**config.mk**
```make
export PLATFORM = sky130hd
export DESIGN_NAME = overlay_cropmark_pixel_compositor
export DESIGN_NICKNAME = d
export VERILOG_FILES = /design/src/rtl/ocpc_pkg.sv /design/src/rtl/overlay_cropmark_pixel_compositor.sv
export SDC_FILE = /design/constraint.sdc
export NUM_CORES = 1
export LEC_CHECK = 0
export BUFFER_PORTS_ARGS = -buffer_cell sky130_fd_sc_hd__buf_4
export CAP_MARGIN = 20
export CORE_ASPECT_RATIO = 1.75
export CORE_MARGIN = 2
export CORE_UTILIZATION = 63
export CTS_CLUSTER_SIZE = 30
export DETAILED_ROUTE_END_ITERATION = 8
export PLACE_DENSITY = 0.88
export SLEW_MARGIN = 10
export SYNTH_ARGS = -nofsm -noshare
export SYNTH_HDL_FRONTEND = slang
export SYNTH_SLANG_ARGS = --single-unit
export TNS_END_PERCENT = 5
```
**constraint.sdc**
```tcl
create_clock -name clock -period 7.05 [get_ports clock]
set_clock_uncertainty 0.1 [all_clocks]
set_input_delay 0.3525 -clock clock [delete_from_list [all_inputs] [get_ports clock]]
set_output_delay 0.3525 -clock clock [all_outputs]
set_load 0.005 [all_outputs]
```
**src/rtl/ocpc_pkg.sv**
```systemverilog
`default_nettype none

package ocpc_pkg;

   // Function codes carried in req_tuser
   typedef enum logic [1:0] {
      FUNC_MASK      = 2'd0,
      FUNC_DRAW      = 2'd1,
      FUNC_LETTERBOX = 2'd2
   } func_type;

   // Register indexes on the csr channel
   typedef enum logic [2:0] {
      CSR_CROP_LEFT    = 3'd0,
      CSR_CROP_RIGHT   = 3'd1,
      CSR_CROP_TOP     = 3'd2,
      CSR_CROP_BOTTOM  = 3'd3,
      CSR_COLOR_BLACK  = 3'd4,
      CSR_COLOR_BORDER = 3'd5,
      CSR_COLOR_BG     = 3'd6
   } csr_index_type;

   localparam int unsigned CSR_INDEX_WIDTH = 3;
   localparam int unsigned PIXEL_WIDTH     = 8;
   localparam int unsigned COLOR_WIDTH     = 7;

   // Mirror flag marking a cropmark pixel
   localparam logic [PIXEL_WIDTH-1:0] MIRROR_FLAG = 8'h80;
   // Screen values that a flagged mirror pixel may overwrite
   localparam logic [PIXEL_WIDTH-1:0] PIX_BLANK   = 8'h00;
   localparam logic [PIXEL_WIDTH-1:0] PIX_GRAY    = 8'h14;
   localparam logic [PIXEL_WIDTH-1:0] PIX_DARK    = 8'h03;

   localparam logic [COLOR_WIDTH-1:0] RESET_BLACK  = 7'd2;
   localparam logic [COLOR_WIDTH-1:0] RESET_BORDER = 7'd60;
   localparam logic [COLOR_WIDTH-1:0] RESET_BG     = 7'd20;

   localparam int RESET_LEFT   = 0;
   localparam int RESET_RIGHT  = 719;
   localparam int RESET_TOP    = 0;
   localparam int RESET_BOTTOM = 479;

endpackage

`default_nettype wire

```
**src/rtl/overlay_cropmark_pixel_compositor.sv**
```systemverilog
`default_nettype none

// Cropmark overlay compositor. One beat in, one beat out: each req beat is a
// pixel (coordinate, screen byte, mirror byte, function in tuser) and each rsp
// beat gives the new screen and mirror bytes with their write enables. The
// block takes one pixel per clock unless rsp stalls; it passes an input
// register, the compare and select logic and a result register. Ready on
// the req side falls only when both registers are full and rsp is stalled.
// Crop edges and colors are written over the csr channel, which is always
// ready; write them only while no pixel is in flight. A coordinate of
// COORD_WIDTH bits is compared against the crop edges with two guard bits,
// so the one-pixel border band never wraps.
module overlay_cropmark_pixel_compositor
   import ocpc_pkg::*;
#(
   parameter int unsigned COORD_WIDTH = 11
) (
   input  wire logic                               clock,
   input  wire logic                               reset,
   // request stream
   input  wire logic                               req_tvalid,
   output      logic                               req_tready,
   // [CW-1:0] pixel_x, [2CW-1:CW] pixel_y, [+7:2CW] screen_in,
   // [+15:2CW+8] mirror_in, zero pad to whole bytes
   input  wire logic [((2*COORD_WIDTH+16+7)/8)*8-1:0] req_tdata,
   // [1:0] func
   input  wire logic [1:0]                         req_tuser,
   // result stream
   output      logic                               rsp_tvalid,
   input  wire logic                               rsp_tready,
   // [7:0] screen_out, [8] screen_we, [16:9] mirror_out, [17] mirror_we,
   // [23:18] zero
   output      logic [23:0]                        rsp_tdata,
   // register write channel
   input  wire logic                               csr_valid,
   output      logic                               csr_ready,
   input  wire logic [CSR_INDEX_WIDTH-1:0]         csr_index,
   input  wire logic [COORD_WIDTH-1:0]             csr_data
);

   localparam int unsigned CW = COORD_WIDTH;
   localparam int unsigned RW = CW + 1;  // crop edge storage, holds reset edges
   localparam int unsigned EW = CW + 2;  // compare width with guard bits
   localparam logic signed [EW-1:0] TWO = EW'(2);

   // ---------------- configuration ----------------
   logic signed [RW-1:0]   crop_left_ff, crop_right_ff, crop_top_ff, crop_bottom_ff;
   logic signed [RW-1:0]   crop_left_in, crop_right_in, crop_top_in, crop_bottom_in;
   logic [COLOR_WIDTH-1:0] black_ff, border_ff, bg_ff;
   logic [COLOR_WIDTH-1:0] black_in, border_in, bg_in;
   logic                   csr_fire;
   logic signed [RW-1:0]   csr_coord;

   assign csr_ready = 1'b1;
   assign csr_fire  = csr_valid && csr_ready;
   assign csr_coord = signed'({csr_data[CW-1], csr_data});

   always_comb begin
      crop_left_in   = crop_left_ff;
      crop_right_in  = crop_right_ff;
      crop_top_in    = crop_top_ff;
      crop_bottom_in = crop_bottom_ff;
      black_in       = black_ff;
      border_in      = border_ff;
      bg_in          = bg_ff;
      if (csr_fire) begin
         unique case (csr_index_type'(csr_index))
            CSR_CROP_LEFT:    crop_left_in   = csr_coord;
            CSR_CROP_RIGHT:   crop_right_in  = csr_coord;
            CSR_CROP_TOP:     crop_top_in    = csr_coord;
            CSR_CROP_BOTTOM:  crop_bottom_in = csr_coord;
            CSR_COLOR_BLACK:  black_in       = csr_data[COLOR_WIDTH-1:0];
            CSR_COLOR_BORDER: border_in      = csr_data[COLOR_WIDTH-1:0];
            CSR_COLOR_BG:     bg_in          = csr_data[COLOR_WIDTH-1:0];
            default: ;
         endcase
      end
   end

   always_ff @(posedge clock) begin
      if (reset) begin
         crop_left_ff   <= RW'(RESET_LEFT);
         crop_right_ff  <= RW'(RESET_RIGHT);
         crop_top_ff    <= RW'(RESET_TOP);
         crop_bottom_ff <= RW'(RESET_BOTTOM);
         black_ff       <= RESET_BLACK;
         border_ff      <= RESET_BORDER;
         bg_ff          <= RESET_BG;
      end else begin
         crop_left_ff   <= crop_left_in;
         crop_right_ff  <= crop_right_in;
         crop_top_ff    <= crop_top_in;
         crop_bottom_ff <= crop_bottom_in;
         black_ff       <= black_in;
         border_ff      <= border_in;
         bg_ff          <= bg_in;
      end
   end

   // ---------------- input register ----------------
   logic                   s1_valid_ff, s1_valid_in;
   logic [1:0]             s1_func_ff;
   logic [CW-1:0]          s1_x_ff, s1_y_ff;
   logic [PIXEL_WIDTH-1:0] s1_scr_ff, s1_mir_ff;
   logic                   rsp_valid_ff, rsp_valid_in;
   logic [23:0]            rsp_data_ff, rsp_data_in;
   logic                   advance;
   logic                   req_fire;

   assign advance    = !rsp_valid_ff || rsp_tready;
   assign req_tready = !s1_valid_ff || advance;
   assign req_fire   = req_tvalid && req_tready;

   always_comb begin
      if (req_fire) begin
         s1_valid_in = 1'b1;
      end else if (advance) begin
         s1_valid_in = 1'b0;
      end else begin
         s1_valid_in = s1_valid_ff;
      end
   end

   always_ff @(posedge clock) begin
      if (reset) begin
         s1_valid_ff <= 1'b0;
      end else begin
         s1_valid_ff <= s1_valid_in;
      end
   end

   always_ff @(posedge clock) begin
      if (req_fire) begin
         s1_func_ff <= req_tuser;
         s1_x_ff    <= req_tdata[CW-1:0];
         s1_y_ff    <= req_tdata[2*CW-1:CW];
         s1_scr_ff  <= req_tdata[2*CW+7:2*CW];
         s1_mir_ff  <= req_tdata[2*CW+15:2*CW+8];
      end
   end

   // ---------------- pixel logic ----------------
   logic signed [EW-1:0]   xe, ye, left_e, right_e, top_e, bottom_e;
   logic                   above, below, outside, band, far;
   logic [COLOR_WIDTH-1:0] color;
   logic [PIXEL_WIDTH-1:0] target;
   logic [PIXEL_WIDTH-1:0] s_out, m_out;
   logic                   s_we, m_we;

   assign xe       = signed'({{2{s1_x_ff[CW-1]}}, s1_x_ff});
   assign ye       = signed'({{2{s1_y_ff[CW-1]}}, s1_y_ff});
   assign left_e   = signed'({crop_left_ff[RW-1], crop_left_ff});
   assign right_e  = signed'({crop_right_ff[RW-1], crop_right_ff});
   assign top_e    = signed'({crop_top_ff[RW-1], crop_top_ff});
   assign bottom_e = signed'({crop_bottom_ff[RW-1], crop_bottom_ff});

   assign above   = ye < top_e;
   assign below   = ye > bottom_e;
   assign outside = above || below || (xe < left_e) || (xe > right_e);
   assign band    = (xe > left_e - TWO) && (xe < right_e + TWO) &&
                    (ye > top_e - TWO) && (ye < bottom_e + TWO);
   assign far     = (ye < top_e - TWO) || (ye > bottom_e + TWO);

   always_comb begin
      if (!outside) begin
         color = '0;
      end else if (band) begin
         color = border_ff;
      end else begin
         color = black_ff;
      end
      // a zero color leaves the mirror unflagged
      target = (color != '0) ? (MIRROR_FLAG | {1'b0, color}) : '0;
   end

   always_comb begin
      s_out = s1_scr_ff;
      s_we  = 1'b0;
      m_out = s1_mir_ff;
      m_we  = 1'b0;
      case (s1_func_ff)
         FUNC_MASK: begin
            if (target != s1_mir_ff) begin
               m_out = target;
               m_we  = 1'b1;
               // clear a stale cropmark pixel left on screen
               if (({1'b0, color} != s1_scr_ff) && s1_mir_ff[PIXEL_WIDTH-1] &&
                   ({1'b0, s1_mir_ff[PIXEL_WIDTH-2:0]} == s1_scr_ff)) begin
                  s_out = PIX_BLANK;
                  s_we  = 1'b1;
               end
            end
         end
         FUNC_DRAW: begin
            if (s1_mir_ff[PIXEL_WIDTH-1] &&
                (s1_scr_ff == PIX_BLANK || s1_scr_ff == PIX_GRAY ||
                 s1_scr_ff == PIX_DARK || s1_scr_ff == s1_mir_ff)) begin
               s_out = {1'b0, s1_mir_ff[PIXEL_WIDTH-2:0]};
               s_we  = 1'b1;
            end
         end
         FUNC_LETTERBOX: begin
            if ((above || below) && (s1_scr_ff == {1'b0, bg_ff})) begin
               s_out = far ? {1'b0, black_ff} : {1'b0, bg_ff};
               s_we  = 1'b1;
            end
         end
         default: ;
      endcase
   end

   // ---------------- result register ----------------
   always_comb begin
      rsp_valid_in = advance ? s1_valid_ff : rsp_valid_ff;
      rsp_data_in  = {6'd0, m_we, m_out, s_we, s_out};
   end

   always_ff @(posedge clock) begin
      if (reset) begin
         rsp_valid_ff <= 1'b0;
      end else begin
         rsp_valid_ff <= rsp_valid_in;
      end
   end

   always_ff @(posedge clock) begin
      if (advance && s1_valid_ff) begin
         rsp_data_ff <= rsp_data_in;
      end
   end

   assign rsp_tvalid = rsp_valid_ff;
   assign rsp_tdata  = rsp_data_ff;

   // ---------------- assertions ----------------
   a_mirror_only_mask: assert property (@(posedge clock) disable iff (reset)
      s1_valid_ff && (s1_func_ff != FUNC_MASK) |-> !m_we)
      else $error("mirror write outside mask function");

   a_mask_screen_clear: assert property (@(posedge clock) disable iff (reset)
      s1_valid_ff && (s1_func_ff == FUNC_MASK) && s_we |-> m_we && (s_out == PIX_BLANK))
      else $error("mask function screen write is not a stale clear");

   a_pixel_moves: assert property (@(posedge clock) disable iff (reset)
      s1_valid_ff && advance |=> rsp_valid_ff)
      else $error("pixel lost between input and result register");

   a_csr_left: assert property (@(posedge clock) disable iff (reset)
      csr_fire && (csr_index == CSR_CROP_LEFT) |=>
         crop_left_ff == $past(csr_coord))
      else $error("crop_left write not taken");

endmodule

`default_nettype wire

```
Yosys cells after proc, flatten, opt, wreduce, memory -nomap -nowiden

Cells that the tools add are included.

Reductions and logical operators: 32
Shift-type cells: 0
Order comparisons: 10
Multiply operators: 0
Bitwise operators: 0
Add/subtract/negate cells: 4
Div/mod/pow operators: 0
Eq/ne operators: 15
Mux-type cells: 19

Operator list:

| operator                                             | count |
|---|---|
| two-way mux 8 bit                                    | 7 |
| > comparator 11 x 12 -> 1 bit                        | 3 |
| less-than comparator 11 x 12 -> 1 bit                | 3 |
| adder 11 x 3 -> 12 bit (second input constant)       | 2 |
| case mux 8 bit (3 select lines)                      | 1 |
| subtractor 11 x 3 -> 12 bit (second input constant)  | 2 |
| > comparator 11 bit                                  | 2 |
| less-than comparator 11 bit                          | 2 |
| two-way mux 7 bit                                    | 3 |
| AND reduction 2 bit                                  | 7 |
| equality test 3 bit (second input constant)          | 3 |
| logical AND 1 bit                                    | 9 |
| logical OR 1 bit                                     | 9 |
| equality test 7 x 8 -> 1 bit                         | 1 |
| equality test 8 x 2 -> 1 bit (second input constant) | 1 |
| equality test 8 x 5 -> 1 bit (second input constant) | 1 |
| equality test 8 x 7 -> 1 bit                         | 1 |
| equality test 8 bit                                  | 1 |
| zero test 8 bit                                      | 1 |
| != test 7 x 8 -> 1 bit                               | 1 |
| != test 8 bit                                        | 1 |
| two-way mux 1 bit                                    | 7 |
| nonzero test 7 bit                                   | 1 |
| equality test 3 x 2 -> 1 bit (second input constant) | 2 |
| other kinds (8)                                      | 9 |

Output and inout bits: 27
Bits of input ports: 61
Register bits after elaboration: 125
Bits in read-only memories: 0
Latch bits: 0
Word-level logic and storage cells: 96
Memories: 0
Bits in writable memories: 0

Longest topological paths before layout

Gate-level depths: netlist of run 1.

Depth in word-level cells: 13
Gate-level depth with buffers: 18
Gate-level depth less buffers: 17

Least setup slack after synthesis of run 1

Ideal clock, no wire load.

Kind: register to register
Start: register crop_right_ff[3]
End: register rsp_data_ff[13], in the netlist rsp_tdata[13] (data pin)
Stages on the path, launching flop included: 18
Required time: 6.690 ns
Clock period less this slack: 4.562 ns
Path buffers: 1
Arrival: 4.201 ns
Path slack: 2.488 ns
Setup time: 0.260 ns
Path through: dfxtp_1 inv_1 nor4_1 nand4_1 xnor2_1 ha_1 and4_1 nand3_1 o211ai_1 mux2i_1 nand3b_4 nor2_4 buf_2 mux2i_1 o2111ai_1 o311a_1 o31ai_4 mux2_4

Longest elaborated chain between the ends: 12
Elaborated cells between the ends (all ways): 14
Classes of those cells: 1 x add/sub; 2 x order compare; 1 x eq/ne; 5 x mux; 5 x reduce/logical

RTL lines:

| what                                  | line                                     | text |
|---|---|---|
| start: declaration                    | overlay_cropmark_pixel_compositor.sv:47  | `logic signed [RW-1:0] crop_left_ff, crop_right_ff, crop_top_ff, crop_bottom_ff;` |
| start signal: assignment              | overlay_cropmark_pixel_compositor.sv:83  | `crop_right_ff <= RW'(RESET_RIGHT);` |
| start signal: assignment              | overlay_cropmark_pixel_compositor.sv:91  | `crop_right_ff <= crop_right_in;` |
| adder 11 x 3 -> 12 bit                | overlay_cropmark_pixel_compositor.sv:160 | `assign band = (xe > left_e - TWO) && (xe < right_e + TWO) &&` |
| less-than comparator 11 x 12 -> 1 bit | overlay_cropmark_pixel_compositor.sv:160 |  |
| logical AND 1 bit (2 in a row)        | overlay_cropmark_pixel_compositor.sv:160 |  |
| logical AND 1 bit                     | overlay_cropmark_pixel_compositor.sv:161 | `(ye > top_e - TWO) && (ye < bottom_e + TWO);` |
| two-way mux 7 bit                     | overlay_cropmark_pixel_compositor.sv:167 | `end else if (band) begin` |
| two-way mux 7 bit (*)                 | overlay_cropmark_pixel_compositor.sv:165 | `if (!outside) begin` |
| nonzero test 7 bit                    | overlay_cropmark_pixel_compositor.sv:173 | `target = (color != '0) ? (MIRROR_FLAG \| {1'b0, color}) : '0;` |
| two-way mux 8 bit (*)                 | overlay_cropmark_pixel_compositor.sv:173 |  |
| != test 8 bit                         | overlay_cropmark_pixel_compositor.sv:183 | `if (target != s1_mir_ff) begin` |
| two-way mux 8 bit (*)                 | overlay_cropmark_pixel_compositor.sv:183 |  |
| two-way mux 8 bit (*)                 | overlay_cropmark_pixel_compositor.sv:181 | `case (s1_func_ff)` |
| named net m_out[4]                    | overlay_cropmark_pixel_compositor.sv:147 | `logic [PIXEL_WIDTH-1:0] s_out, m_out;` |
| end signal: assignment                | overlay_cropmark_pixel_compositor.sv:228 | `rsp_data_ff <= rsp_data_in;` |
| end: declaration                      | overlay_cropmark_pixel_compositor.sv:106 | `logic [23:0] rsp_data_ff, rsp_data_in;` |

The timed path passes the listed nets; every way through them passes the cells marked *.
A chain may end at the register's enable or synchronous reset.

Final worst setup path of run 1

Start: register crop_right_ff[3]
End: register rsp_data_ff[12], in the netlist rsp_tdata[12] (data pin)

The elaborated chain is that of the path after synthesis.

==> run_summary.xml, run 1 <==
<?xml version="1.0" encoding="UTF-8"?>
<metrics>
  <group name="final_layout">
    <metric name="num_antenna_cells" unit="">0</metric>
    <metric name="drive_above_1_share" unit="%">13.4</metric>
    <metric name="num-nets-final" unit="">1152</metric>
    <metric name="final_core_utilization" unit="%">74.4</metric>
    <metric name="synthToLayoutAreaGrowth" unit="%">15.5</metric>
  </group>
  <group name="floorplan">
    <metric name="floorplan.rows" unit="">55</metric>
    <metric name="boundaryPins" unit="">88</metric>
    <metric name="die-area" unit="sq mm">0.0142</metric>
    <metric name="core-area" unit="sq mm">0.0129</metric>
    <metric name="floorplan.die.height" unit="um">156</metric>
    <metric name="die_outline_width" unit="um">90.9</metric>
    <metric name="initial_core_util" unit="%">64.4</metric>
  </group>
  <group name="cts">
    <metric name="cts.path.max_buffers" unit="">2</metric>
    <metric name="worst_skew_pair.late_latency" unit="ps">430</metric>
    <metric name="cts_tree" unit="">built</metric>
    <metric name="clock_tree_root_buffer_cell" unit="">sky130_fd_sc_hd__clkbuf_16</metric>
    <metric name="clk_transition_reported_paths" unit="ps">60</metric>
    <metric name="clock-sinks" unit="">125</metric>
    <metric name="cts-htree-levels" unit="">4</metric>
    <metric name="cts_inserted_buffers" unit="">17</metric>
    <metric name="post_cts_setup_repair_buffer_count" unit="">0</metric>
    <metric name="postCtsResizedCells" unit="">0</metric>
  </group>
  <group name="synth">
    <metric name="asyncSetResetFlopFracSynth" unit="%">0</metric>
    <metric name="ys_types" unit="">74</metric>
    <metric name="ys.warnings.count" unit="">0</metric>
    <metric name="yosys-top-cells-area" unit="">sky130_fd_sc_hd__edfxtp_1 21%, sky130_fd_sc_hd__dfxtp_1 16%, sky130_fd_sc_hd__ha_1 14%, sky130_fd_sc_hd__nand2_1 6.6%, sky130_fd_sc_hd__a21oi_1 3.9%</metric>
    <metric name="area_fraction_in_and_or_nand_and_nor_cells_after_synthesis" unit="%">20.6</metric>
    <metric name="synth-adder-area-share" unit="%">13.8</metric>
    <metric name="combinational_family_with_the_most_area_after_synthesis" unit="">simple AND/OR/NAND/NOR gates</metric>
    <metric name="synth-edff-count" unit="">58</metric>
    <metric name="post-synth-top-area-fraction" unit="%">20.9</metric>
    <metric name="post_synth_mux_area_share" unit="%">3.80</metric>
    <metric name="synth_compound_gate_area_share" unit="%">14.9</metric>
    <metric name="synth_register_bits" unit="">125</metric>
    <metric name="synthesis.instances" unit="">925</metric>
    <metric name="post-synth-top-area-cell" unit="">sky130_fd_sc_hd__edfxtp_1</metric>
    <metric name="post_synth_top_flop" unit="">sky130_fd_sc_hd__dfxtp_1</metric>
    <metric name="yosysSeqAreaShare" unit="%">37.0</metric>
    <metric name="syn_area_per_cell" unit="sq um">9.01</metric>
    <metric name="syn-cell-area" unit="sq mm">0.00833</metric>
    <metric name="xor_xnor_fraction_of_synth_area" unit="%">5.15</metric>
  </group>
  <group name="sta">
    <metric name="grt_setup_unrepaired" unit="">false</metric>
    <metric name="slew-limit-headroom" unit="%">29.7</metric>
    <metric name="worst_pin_slew" unit="ps">1050</metric>
    <metric name="setup-violations-final" unit="">0</metric>
    <metric name="final_period_minus_worst_setup_slack" unit="ps">5540</metric>
    <metric name="finalCritPeriodShare" unit="%">78.6</metric>
    <metric name="report.final.slew_viol_count" unit="">0</metric>
    <metric name="fmax" unit="MHz">180</metric>
    <metric name="timing.final.hold_violations" unit="">0</metric>
    <metric name="final.setup.tns" unit="ps">0</metric>
  </group>
  <group name="placement">
    <metric name="hpwl" unit="um">16200</metric>
    <metric name="gpl.final_weighted_congestion" unit="">0.995</metric>
    <metric name="port_buffers" unit="">78</metric>
  </group>
  <group name="worst_setup_path">
    <metric name="setup.worst_path.start_class" unit="">flop</metric>
    <metric name="crit_path_top_delay_cell" unit="">sky130_fd_sc_hd__mux4_2</metric>
    <metric name="critPathMaxFanout" unit="">16</metric>
    <metric name="cp_slowest_stage_delay" unit="ps">560</metric>
    <metric name="timing.critical_path.required" unit="ps">7120</metric>
    <metric name="critPathArrivalTime" unit="ps">5610</metric>
    <metric name="critPathCaptureType" unit="">flop</metric>
    <metric name="critical_path_start_end_classification" unit="">reg2reg</metric>
    <metric name="list_of_cells_traversed_by_the_critical_path" unit="">inv_1 &gt; nor4_1 &gt; nand4_1 &gt; xnor2_1 &gt; ha_1 &gt; and4_1 &gt; nand3_1 &gt; o211ai_1 &gt; mux2i_1 &gt; nand3b_4 &gt; nor2_4 &gt; mux4_2 &gt; o22ai_1 &gt; o21ai_1 &gt; o31ai_4 &gt; mux2_4</metric>
  </group>
  <group name="route">
    <metric name="drt_drc_violations_left" unit="">0</metric>
    <metric name="number_of_violations_reported_at_the_end_of_detailed_routing_iteration_0" unit="">641</metric>
    <metric name="dr_total_vias" unit="">7489</metric>
    <metric name="firstDrtPassIters" unit="">5</metric>
    <metric name="detail-route-antenna-nets" unit="">0</metric>
    <metric name="route.detailed.wl_per_inst" unit="um">19.2</metric>
    <metric name="vias_per_cell" unit="">6.33</metric>
    <metric name="totalWireLength" unit="um">22700</metric>
  </group>
  <group name="min_path">
    <metric name="hold_path.class" unit="">in2reg</metric>
  </group>
  <group name="grt">
    <metric name="grt_pass1_vias" unit="">7499</metric>
    <metric name="antenna_found_initial" unit="">0</metric>
    <metric name="grt_pass1_wl" unit="um">35500</metric>
    <metric name="overflow" unit="">0</metric>
    <metric name="grt_usage" unit="%">32.0</metric>
    <metric name="grt_start_max_net_pins" unit="">68</metric>
  </group>
  <group name="power_and_ir_drop">
    <metric name="power_switching" unit="mW">0.563</metric>
    <metric name="vdd_ir_drop_max" unit="mV">0.186</metric>
    <metric name="p_per_area" unit="mW/mm^2">209</metric>
    <metric name="static-leakage-power" unit="nW">4.05</metric>
    <metric name="combinationalPowerShare" unit="%">16.6</metric>
    <metric name="power.share.switching" unit="%">28.0</metric>
    <metric name="total_power_draw" unit="mW">2.01</metric>
    <metric name="cellInternalPower" unit="mW">1.45</metric>
    <metric name="power.clock.fraction" unit="%">42.0</metric>
    <metric name="p_seq_share" unit="%">41.5</metric>
  </group>
  <group name="outcome">
    <metric name="outcome" unit="">finished, final reports clean</metric>
  </group>
  <group name="flow_run">
    <metric name="max_cap_viol_count" unit="">0</metric>
  </group>
</metrics>
power by group through the flow:
stage / sequential, mW / clock [mW] / combinational [mW]
global placement: 0.846 / 0 / 0.310
CTS: 0.833 / 0.844 / 0.326
detailed placement: 0.847 / 0 / 0.320
global route: 0.837 / 0.875 / 0.366
floorplan: 0.828 / 0 / 0.232
finish: 0.835 / 0.844 / 0.333
cell usage in the layout, fill, tap and decap left out, types with 34 or more instances in the layout:
master / instances
sky130_fd_sc_hd__xnor2_1: 35
sky130_fd_sc_hd__nand2_1: 146
sky130_fd_sc_hd__ha_1: 92
sky130_fd_sc_hd__dfxtp_1: 67
sky130_fd_sc_hd__a21oi_1: 65
sky130_fd_sc_hd__nand3_1: 34
sky130_fd_sc_hd__edfxtp_1: 58
sky130_fd_sc_hd__nor2_1: 58
sky130_fd_sc_hd__inv_1: 56
sky130_fd_sc_hd__buf_4: 80
worst max-delay path: cells and delay by family (launching register included):
family	cells	cell delay, ps
simple gates	6	1720
mux	3	1360
compound gates	4	1130
flops	1	390
fa+ha+maj	1	290
xor+xnor	1	160
buf+inv	1	120
cells in the mapped netlist (4+ instances only):
| cell | count |
|---|---|
| sky130_fd_sc_hd__o21ai_0 | 24 |
| sky130_fd_sc_hd__a21oi_1 | 65 |
| sky130_fd_sc_hd__a21o_1 | 14 |
| sky130_fd_sc_hd__nand4_1 | 15 |
| sky130_fd_sc_hd__a211o_1 | 7 |
| sky130_fd_sc_hd__dfxtp_1 | 67 |
| sky130_fd_sc_hd__nand3b_1 | 20 |
| sky130_fd_sc_hd__o211ai_1 | 6 |
| sky130_fd_sc_hd__o21a_1 | 5 |
| sky130_fd_sc_hd__nand3_1 | 34 |
| sky130_fd_sc_hd__edfxtp_1 | 58 |
| sky130_fd_sc_hd__o211a_1 | 4 |
| sky130_fd_sc_hd__ha_1 | 92 |
| sky130_fd_sc_hd__buf_4 | 7 |
| sky130_fd_sc_hd__o31ai_1 | 8 |
| sky130_fd_sc_hd__xor2_1 | 14 |
| sky130_fd_sc_hd__mux2_4 | 5 |
| sky130_fd_sc_hd__nand2_1 | 146 |
| sky130_fd_sc_hd__a31oi_1 | 9 |
| sky130_fd_sc_hd__o2111ai_1 | 6 |
| sky130_fd_sc_hd__nor2b_1 | 13 |
| sky130_fd_sc_hd__a211oi_1 | 6 |
| sky130_fd_sc_hd__mux2i_1 | 16 |
| sky130_fd_sc_hd__nor2_1 | 58 |
| sky130_fd_sc_hd__nand2b_1 | 10 |
| sky130_fd_sc_hd__and3_1 | 6 |
| sky130_fd_sc_hd__xnor2_1 | 35 |
| sky130_fd_sc_hd__nor3_1 | 19 |
| sky130_fd_sc_hd__buf_2 | 4 |
| sky130_fd_sc_hd__clkbuf_1 | 19 |
| sky130_fd_sc_hd__inv_1 | 56 |
| sky130_fd_sc_hd__buf_1 | 5 |
| sky130_fd_sc_hd__nor4_1 | 13 |
per-stage QoR:
stage | worst slack, ps | area, sq um | hold slack [ps] | cells
after floorplan | 2490 | 8350 | 336 | 930
after global placement | 1690 | 8980 | 342 | 1144
after detailed placement | 1580 | 8980 | 349 | 1144
after CTS | 1560 | 9560 | 0.582 | 1177
after global routing | 1220 | 9620 | -1.70 | 1183
final | 1510 | 9620 | 2.61 | 1183
what timing repair did:
item	4_1_cts	5_1_grt
endpoints found under the hold margin	1	5
hold buffers	1	5
endpoints found under the setup margin	0	0
cells by family after synthesis:
kind of cell | count (synthesis)
flip-flops | 125
multiplexers | 26
AO/OA/AOI/OAI | 185
AND/OR/NAND/NOR | 354
other | 2
adder cells (fa/ha/maj) | 92
XOR/XNOR | 49
buffers and inverters | 92
routing by layer:
layer	routed length, um	part of all wire (%)	global-route usage (%)
met2	11700	52	58.0
met4	2020	8.9	26.6
met5	0	0	0
met3	1350	5.9	5.56
met1	7630	34	31.3
path summary, 6_finish.rpt:
kind | from | slack [ps] | end | cells past startpoint
setup / recovery | crop_right_ff[3] | 1510 | rsp_tdata[12] | 16
hold / removal | req_tdata[31] | 3 | s1_mir_ff[1] | 1
setup reg to reg | crop_right_ff[3] | 1510 | rsp_tdata[12] | 16
hold reg to reg | crop_right_ff[5] | 350 | crop_right_ff[5] | 2
final cells by class:
| class | instances | area (sq um) |
|---|---|---|
| tap | 171 | 214 |
| clock buffer | 20 | 459 |
| sequential | 125 | 3080 |
| fill | 910 | 3320 |
| timing repair buffer | 86 | 661 |
| inverter | 56 | 210 |
| multi-input combinational | 713 | 4880 |
| clock inverter | 12 | 111 |
state kept, by name, indices dropped and copies added, names as in the netlist:
register,count
rsp_tdata,18
crop_bottom_ff,11
crop_left_ff,11
crop_right_ff,11
crop_top_ff,11
s1_x_ff,11
s1_y_ff,11
s1_mir_ff,8
s1_scr_ff,8
bg_ff,7
black_ff,7
border_ff,7
s1_func_ff,2
rsp_tvalid,1
s1_valid_ff,1
(Power assumes the default switching activity.)
==> inputs of run 2 (changes only) <==
- ABC_AREA: unset -> 1
- CORE_UTILIZATION: 63 -> 54
- PLACE_DENSITY: 0.88 -> 0.8
- clock period: 7.05 -> 4.9 ns (I/O delays scaled with it)
==> run 2 against run 1 <==
Count of clock-buffer cells in the layout is 2 lower. Maximum frequency grew 40%. Worst setup slack got worse by 550 ps. Non-clock buffer count grew 37. Synthesized area is 1.8% lower. Utilization shrank 7.8 points. Via count shrank 1.9%. Global-route usage shrank 5.4 points. Worst hold slack better by 1.0 ps. Routed wire length down 5.3%. Die area is 14% higher. Largest cell class unchanged.
==> run_summary.xml, run 2 <==
<?xml version="1.0" encoding="UTF-8"?>
<metrics>
  <group name="placement">
    <metric name="hpwl" unit="um">16200</metric>
    <metric name="port_buffers" unit="">78</metric>
    <metric name="gpl.final_weighted_congestion" unit="">0.982</metric>
  </group>
  <group name="synth">
    <metric name="asyncSetResetFlopFracSynth" unit="%">0</metric>
    <metric name="synthesis.instances" unit="">1013</metric>
    <metric name="ys_top_cells_by_count" unit="">183 x sky130_fd_sc_hd__nand2_1, 111 x sky130_fd_sc_hd__inv_1, 92 x sky130_fd_sc_hd__ha_1</metric>
    <metric name="post-synth-top-area-fraction" unit="%">21.3</metric>
    <metric name="synth_register_bits" unit="">125</metric>
    <metric name="ys.warnings.count" unit="">0</metric>
    <metric name="syn_area_per_cell" unit="sq um">8.08</metric>
    <metric name="yosysSeqAreaShare" unit="%">37.7</metric>
    <metric name="post_synth_top_flop" unit="">sky130_fd_sc_hd__dfxtp_1</metric>
    <metric name="yosys.cell_count.top_type" unit="">sky130_fd_sc_hd__nand2_1</metric>
    <metric name="syn-cell-area" unit="sq mm">0.00818</metric>
    <metric name="synth-edff-count" unit="">58</metric>
    <metric name="yosys-top-cells-area" unit="">sky130_fd_sc_hd__edfxtp_1 21%, sky130_fd_sc_hd__dfxtp_1 16%, sky130_fd_sc_hd__ha_1 14%, sky130_fd_sc_hd__nand2_1 8.4%, sky130_fd_sc_hd__a21oi_1 5.3%</metric>
    <metric name="post-synth-top-area-cell" unit="">sky130_fd_sc_hd__edfxtp_1</metric>
    <metric name="ys_types" unit="">45</metric>
  </group>
  <group name="sta">
    <metric name="fmax" unit="MHz">253</metric>
    <metric name="final_period_minus_worst_setup_slack" unit="ps">3950</metric>
    <metric name="setup-violations-final" unit="">0</metric>
    <metric name="grt_setup_unrepaired" unit="">false</metric>
    <metric name="worst_pin_slew" unit="ps">1050</metric>
    <metric name="final.setup.tns" unit="ps">0</metric>
    <metric name="timing.final.hold_violations" unit="">0</metric>
    <metric name="finalCritPeriodShare" unit="%">80.6</metric>
    <metric name="whs" unit="ps">3.65</metric>
    <metric name="slew-limit-headroom" unit="%">30.2</metric>
    <metric name="report.final.slew_viol_count" unit="">0</metric>
  </group>
  <group name="cts">
    <metric name="cts_tree" unit="">built</metric>
    <metric name="clk_transition_reported_paths" unit="ps">60</metric>
    <metric name="worst_skew_pair.late_latency" unit="ps">420</metric>
    <metric name="postCtsResizedCells" unit="">0</metric>
    <metric name="cts_inserted_buffers" unit="">17</metric>
    <metric name="clock_tree_root_buffer_cell" unit="">sky130_fd_sc_hd__clkbuf_16</metric>
    <metric name="cts-htree-levels" unit="">4</metric>
    <metric name="cts_hold_repair.buffers" unit="">41</metric>
    <metric name="clock-sinks" unit="">125</metric>
    <metric name="cts.path.max_buffers" unit="">2</metric>
    <metric name="post_cts_setup_repair_buffer_count" unit="">0</metric>
  </group>
  <group name="route">
    <metric name="route.detailed.wl_per_inst" unit="um">16.2</metric>
    <metric name="dr_total_vias" unit="">7350</metric>
    <metric name="firstDrtPassIters" unit="">5</metric>
    <metric name="detail-route-antenna-nets" unit="">0</metric>
    <metric name="number_of_violations_reported_at_the_end_of_detailed_routing_iteration_0" unit="">317</metric>
    <metric name="totalWireLength" unit="um">21500</metric>
    <metric name="vias_per_cell" unit="">5.53</metric>
    <metric name="drt_drc_violations_left" unit="">0</metric>
  </group>
  <group name="worst_setup_path">
    <metric name="critPathMaxFanout" unit="">14</metric>
    <metric name="critPathArrivalTime" unit="ps">4010</metric>
    <metric name="timing.critical_path.required" unit="ps">4960</metric>
    <metric name="setup.worst_path.start_class" unit="">flop</metric>
    <metric name="critical_path_start_end_classification" unit="">reg2reg</metric>
    <metric name="critPathCaptureType" unit="">flop</metric>
  </group>
  <group name="final_layout">
    <metric name="largest_reg_flops" unit="">18</metric>
    <metric name="seq_area" unit="sq mm">0.00308</metric>
    <metric name="final.fill_count" unit="">1219</metric>
    <metric name="mostFrequentLayoutCell" unit="">sky130_fd_sc_hd__nand2_1</metric>
    <metric name="multi_input_area" unit="sq mm">0.00455</metric>
    <metric name="most-common-layout-cells" unit="">183 x sky130_fd_sc_hd__nand2_1, 110 x sky130_fd_sc_hd__inv_1, 92 x sky130_fd_sc_hd__ha_1</metric>
    <metric name="drive_above_1_share" unit="%">13.8</metric>
    <metric name="num_antenna_cells" unit="">0</metric>
    <metric name="synthToLayoutAreaGrowth" unit="%">20.8</metric>
    <metric name="num-nets-final" unit="">1285</metric>
  </group>
  <group name="power_and_ir_drop">
    <metric name="combinationalPowerShare" unit="%">21.0</metric>
    <metric name="total_power_draw" unit="mW">3.10</metric>
    <metric name="power.clock.fraction" unit="%">40.2</metric>
    <metric name="p_seq_share" unit="%">38.8</metric>
    <metric name="vdd_ir_drop_max" unit="mV">0.215</metric>
    <metric name="power.share.switching" unit="%">30.3</metric>
    <metric name="p_per_area" unit="mW/mm^2">313</metric>
    <metric name="cellInternalPower" unit="mW">2.16</metric>
    <metric name="static-leakage-power" unit="nW">4.54</metric>
    <metric name="power_switching" unit="mW">0.938</metric>
  </group>
  <group name="grt">
    <metric name="antenna_found_initial" unit="">0</metric>
    <metric name="grt_start_max_net_pins" unit="">55</metric>
    <metric name="grt_pass1_vias" unit="">7421</metric>
    <metric name="grt_usage" unit="%">26.7</metric>
    <metric name="grt_pass1_wl" unit="um">34300</metric>
    <metric name="overflow" unit="">0</metric>
  </group>
  <group name="floorplan">
    <metric name="boundaryPins" unit="">88</metric>
    <metric name="initial_core_util" unit="%">55.1</metric>
    <metric name="floorplan.die.height" unit="um">167</metric>
    <metric name="floorplan.rows" unit="">59</metric>
    <metric name="die_outline_width" unit="um">97.0</metric>
    <metric name="die-area" unit="sq mm">0.0162</metric>
    <metric name="core-area" unit="sq mm">0.0148</metric>
  </group>
  <group name="flow_run">
    <metric name="max_cap_viol_count" unit="">0</metric>
  </group>
  <group name="outcome">
    <metric name="outcome" unit="">finished, final reports clean</metric>
  </group>
  <group name="min_path">
    <metric name="hold_path.class" unit="">in2reg</metric>
  </group>
</metrics>
## run 2: cell count changes in the layout (fill, tap and decap cells not counted), moves of 16 or more
cell and delta:
sky130_fd_sc_hd__a21oi_1 +20, sky130_fd_sc_hd__dlygate4sd3_1 +35, sky130_fd_sc_hd__inv_1 +54, sky130_fd_sc_hd__mux2i_1 -16, sky130_fd_sc_hd__nand2_1 +37, sky130_fd_sc_hd__nand2_2 +24
sky130_fd_sc_hd__nand3_1 +26, sky130_fd_sc_hd__nand3b_1 -18, sky130_fd_sc_hd__nor2_1 +25, sky130_fd_sc_hd__o21ai_0 +62, sky130_fd_sc_hd__xnor2_1 -27, sky130_fd_sc_hd__xor2_1 +25
## run 2: critical path, cell delays in order (launching register included)
cell                       delay [ps]
sky130_fd_sc_hd__dfxtp_1          310
sky130_fd_sc_hd__inv_1            120
sky130_fd_sc_hd__ha_1             200
sky130_fd_sc_hd__nand3_1          120
sky130_fd_sc_hd__nor3_1           260
sky130_fd_sc_hd__nand3_1          180
sky130_fd_sc_hd__nor2_1           120
sky130_fd_sc_hd__nor2_1            50
sky130_fd_sc_hd__ha_1             330
sky130_fd_sc_hd__nand2_1          100
sky130_fd_sc_hd__nor2_2           130
sky130_fd_sc_hd__and2_4           150
sky130_fd_sc_hd__nand2_2           50
sky130_fd_sc_hd__nand3_1           60
sky130_fd_sc_hd__nand2_1           60
sky130_fd_sc_hd__nand2_2          110
sky130_fd_sc_hd__nor2_8            80
sky130_fd_sc_hd__nor2_1           550
sky130_fd_sc_hd__o21ai_0          200
sky130_fd_sc_hd__a211oi_1         290
sky130_fd_sc_hd__nand3_1          110
## run 2: kinds of logic (layout without fill, tap and decap cells)
kind of cell / Yosys count / count (layout) / synth area share, %
xor gates and xnor gates: 47 / 47 / 5.03
DFF: 125 / 125 / 37.7
buffers and inverters: 141 / 268 / 7.02
adders and majority gates: 92 / 92 / 14.1
other: 2 / 7 / 0.0918
AOI/OAI and AO/OA: 201 / 201 / 13.3
and+or+nand+nor: 405 / 405 / 22.8
## run 2: final timing paths
check            startpoint                end  slack, ps  cells after the start
max          crop_top_ff[1]       rsp_tdata[1]        950                     20
min             csr_data[7]  crop_bottom_ff[7]          4                      3
max reg2reg  crop_top_ff[1]       rsp_tdata[1]        950                     20
min reg2reg    border_ff[2]       border_ff[2]        360                      2
## run 2: area by class of cell
class                   instances  area share, %
repair buffers                123           10.4
flip-flops and latches        125           31.2
inverters                     113           4.29
clock inverters                14           1.44
multi-input cells             752           46.0
clock buffers                  18           4.34
well taps                     183           2.32
## run 2: power groups by stage
stage	clock network (mW)	logic (mW)	registers [mW]
2_1_floorplan	0	0.457	1.20
3_3_place_gp	0	0.595	1.22
3_5_place_dp	0	0.614	1.22
4_1_cts	1.26	0.647	1.20
5_1_grt	1.30	0.733	1.20
6_report	1.25	0.650	1.20
## run 2: stage by stage
step                      setup WS (ps)  std cells  instance area [sq um]  utilization, %
final                               953       1328                   9880            66.6
after global routing                525       1328                   9880            66.6
after CTS                           975       1328                   9880            66.6
after detailed placement            985       1255                   8900            60.0
after global placement             1020       1255                   8900            60.0
after floorplan                    1600       1018                   8200               -
## run 2: per-layer routing
metal	up-vias	wire [um]	GRT usage, %
li1	3651	-	-
met1	3369	7460	24.4
met2	225	11700	52.6
met3	105	823	3.36
met4	0	1560	18.6
met5	-	0	0
